$ cat config.mk
export PLATFORM = sky130hd
export DESIGN_NAME = nsp_ram
export DESIGN_NICKNAME = d
export VERILOG_FILES = /design/src/rtl/nsp_ram.sv
export SDC_FILE = /design/constraint.sdc
export NUM_CORES = 1
export LEC_CHECK = 0
export CAP_MARGIN = 10
export CORE_MARGIN = 2
export CORE_UTILIZATION = 25
export DETAILED_ROUTE_END_ITERATION = 6
export DONT_BUFFER_PORTS = 1
export GPL_TIMING_DRIVEN = 0
export PLACE_DENSITY = 0.44
export RECOVER_POWER = 100
export SETUP_SLACK_MARGIN = 0.3
export SLEW_MARGIN = 20
export SYNTH_ARGS = -nofsm -noshare
export SYNTH_HDL_FRONTEND = slang
export SYNTH_SLANG_ARGS = --single-unit
$ cat constraint.sdc
create_clock -name i_clk -period 2.08 [get_ports i_clk]
set_input_delay 0.312 -clock i_clk [delete_from_list [all_inputs] [get_ports i_clk]]
set_output_delay 0.312 -clock i_clk [all_outputs]
set_load 0.05 [all_outputs]
$ cat src/rtl/nsp_ram.sv
// Generic single-write, single-read RAM with registered read data.
module nsp_ram #(
    parameter int WIDTH = 8,
    parameter int DEPTH = 16
) (
    input  logic                     i_clk,
    input  logic                     i_we,
    input  logic [$clog2(DEPTH)-1:0] i_waddr,
    input  logic [WIDTH-1:0]         i_wdata,
    input  logic                     i_re,
    input  logic [$clog2(DEPTH)-1:0] i_raddr,
    output logic [WIDTH-1:0]         o_rdata
);

    logic [WIDTH-1:0] r_mem [DEPTH];
    logic [WIDTH-1:0] r_rdata;

    always_ff @(posedge i_clk) begin
        if (i_we) begin
            r_mem[i_waddr] <= i_wdata;
        end
        if (i_re) begin
            r_rdata <= r_mem[i_raddr];
        end
    end

    assign o_rdata = r_rdata;

endmodule

==> parameters.txt <==
Parameter                              Value

Timing
  Fin Clk Skew ... 6.41 ps
  Total count of max-transition violations in the final report ... 0
  Peak Freq ... 0.577 GHz
  Worst slew slack as a fraction of its limit ... 0.0593
  Post-route setup TNS ... 0 ps
  Final worst-path cycle share ... 0.833
  Setup repair after global routing missed its margin ... false
  Worst Hold Slack ... ~190 ps
  Clock period minus final worst setup slack ... ~1700 ps
  Fin. Hold Viols ... 0
  Final count of negative-setup-slack endpoints ... 0
  Transition at the pin with the smallest max-transition slack ... ~1400 ps

Floorplan
  Number of placement rows ... 52
  Die Outline Area ... 22,100 um2
  Chip height ... 149 um
  Horiz. Die Dim ... 149 um
  Starting utilization of the core area ... 0.257
  Placeable core area ... 20,400 um2
  Number of top-level design ports ... 27

Setup path
  Crit path max-delay family ... multiplexers
  Critical Path End Type ... flip-flop
  CP max FO ... 1
  Type of the setup path with the least slack ... flip-flop to flip-flop
  Slowest stage delay, CP ... 550 ps
  Sequence of cells on the critical path ... mux4_1 -> a22oi_1 -> nand2_1
  Combined buffer and inverter count along the critical path ... 0
  Critical Path AT ... 1880 ps
  Crit-path slowest cell ... mux4_1
  Type of origin of the critical path ... flip-flop
  Worst EP required ... 2230 ps

Clock tree
  CTS tree ... yes
  Post-CTS Setup Repair Bufs ... 0
  Clock root buffer ... clkbuf_16
  Num CTS Buffers ... 17
  Clk pin slew, worst setup/hold paths ... 60 ps
  Clk sinks ... 136
  Worst skew pair latency ... 420 ps
  Total number of H-tree levels ... 4
  Maximum buffer depth of the clock tree ... 2

Routing
  Detail-routed via count per cell ... 4.37
  Count of unresolved DRC violations after routing ... 0
  Post-detailed-route count of antenna-violating nets ... 0
  Drt initial violations ... 185
  Total length of routed wires ... 11.2 mm
  WL per Instance ... 20.9 um
  Pre-Repair DR Iteration Count ... 5
  Total via count in the routed design ... 2,354

Global routing
  Antenna violations before repair ... 0
  Total global routing track utilization ... 0.109
  Maximum number of pins on one net before global-route repair ... 17
  Overflow after GRT ... 0
  Global-route wire length before repair ... 16.5 mm
  Vias in the first global route ... 2,498

Logic synthesis
  Number of cells produced by synthesis ... around 230
  Post-synth top area share ... 0.781
  Area of the mapped netlist ... 5230 um2
  Distinct cells, synth ... 18
  Library cell with the largest summed area after synthesis ... edfxtp_1
  Number of warning messages in the yosys log ... 0
  Nets in the synthesized netlist ... 248
  Dominant cells by area after synthesis ... edfxtp_1 (78%), mux4_2 (7.8%), mux4_1 (7.0%)
  Flip-flop and latch count after synthesis ... 136
  Average instance area after synthesis ... approximately 23 um2
  Share of synthesized area occupied by flip-flops and latches ... 0.781

Power and ir drop
  Power density over the cells ... around 1000 nW/um2
  Leakage power ... 0.00196 uW
  VDD IR-drop max ... 0.000710 V

Placed design
  IO Port Bufs ... 0
  Placed wire-length estimate after detailed placement ... 7.37 mm
  Routability cong. ... 0.722
  Post-detailed-placement cell area ... 5590 um2

Layout
  Commonest non-fill, non-tap cells in the layout ... edfxtp_1 (136), mux4_2 (18), clkbuf_16 (17), a22oi_1 (16), mux4_1 (14)
  Net total in the final layout ... 277
  Most common library cell in the layout ignoring fill and taps ... edfxtp_1
  Fraction of final layout cells with drive strength greater than 1 ... 0.208
  Area growth from synthesis to final layout ... 18.7%
  Share of the core filled with cells ... 0.305
  Antenna diode instance count ... 0
  Finished Cell Area ... 6200 um2

Hold path
  Hold/Removal Path Class ... primary input to flip-flop

Run status
  Status ... finished, final reports clean

Flow run
  Max_cap viols ... 0
[cells by family (layout without fill, tap and decap cells)]
family | Yosys count | count (layout) | synth area share
multiplexers | 32 | 32 | 0.148
AND/OR/NAND/NOR | 35 | 35 | 0.0314
buffers and inverters | 10 | 50 | 0.0165
AO/OA/AOI/OAI | 16 | 16 | 0.0230
flip-flops | 136 | 136 | 0.781
[per-layer routing]
| metal | vias up | track usage | routed length (um) |
|---|---|---|---|
| met2 | 73 | 0.166 | 5260 |
| met4 | 0 | 0.0329 | 62 |
| met5 | - | 0 | 0 |
| met3 | 8 | 0.0377 | 837 |
| met1 | 1234 | 0.148 | 5090 |
| li1 | 1039 | - | - |
[layout make-up]
cell class                 instances  area (um2)
fill                            1972       14200
sequential                       136        4080
multi-input combinational         83        1060
clock buffer                      18         429
tap                              270         338
clock inverter                    12         111
timing repair buffer              10        93.8
buffer                            10        86.3
[worst reg2reg max path: stages (launching register included)]
cell      delay [ps]
edfxtp_1         350
mux4_1           550
a22oi_1          450
nand2_1          130
[repair_timing]
action | 4_1_cts | 5_1_grt
hold buffers | 9 | 0
endpoints found under the setup margin | 0 | 0
resized for setup | 0 | 0
hold endpoints to repair | 136 | 0
[Yosys cell counts]
cell type,count
edfxtp_1,136
mux4_2,18
a22oi_1,16
mux4_1,14
nor2_1,13
nand2_1,9
nor3_1,4
buf_2,3
buf_6,3
clkdlybuf4s25_2,3
nand2b_1,2
nand3b_1,2
and2_1,1
and2b_1,1
buf_4,1
nand3_1,1
nor2b_1,1
or3b_2,1
[per-stage QoR]
stage	cells	setup WS (ps)	total power (uW)
3_5_place_dp	500	55.4	3440
4_1_cts	539	394	6270
6_report	539	347	6200
2_1_floorplan	229	486	3360
5_1_grt	539	299	6400
3_3_place_gp	499	-123	3430
[registers in the layout, indices dropped and copies added (netlist names)]
signal	count
o_rdata	8
r_mem	128
[worst paths after layout]
path	cells after the start	to	slack [ps]	start
setup reg to reg	3	o_rdata[0]$_DFFE_PP_	350	r_mem[1][0]$_DFFE_PP_
setup / recovery	3	o_rdata[0]$_DFFE_PP_	350	r_mem[1][0]$_DFFE_PP_
hold reg to reg	3	o_rdata[3]$_DFFE_PP_	760	r_mem[15][3]$_DFFE_PP_
hold / removal	1	r_mem[0][7]$_DFFE_PP_	190	i_waddr[0]
[where the power goes]
part / total (uW) / switching (uW) / leakage (uW) / internal (uW)
clock: 2770 / 1050 / 0.000263 / 1720
sequential: 3150 / 61.4 / 0.00124 / 3090
combinational: 275 / 164 / 0.000458 / 111
Note: power is estimated with default switching activity, not from simulation.
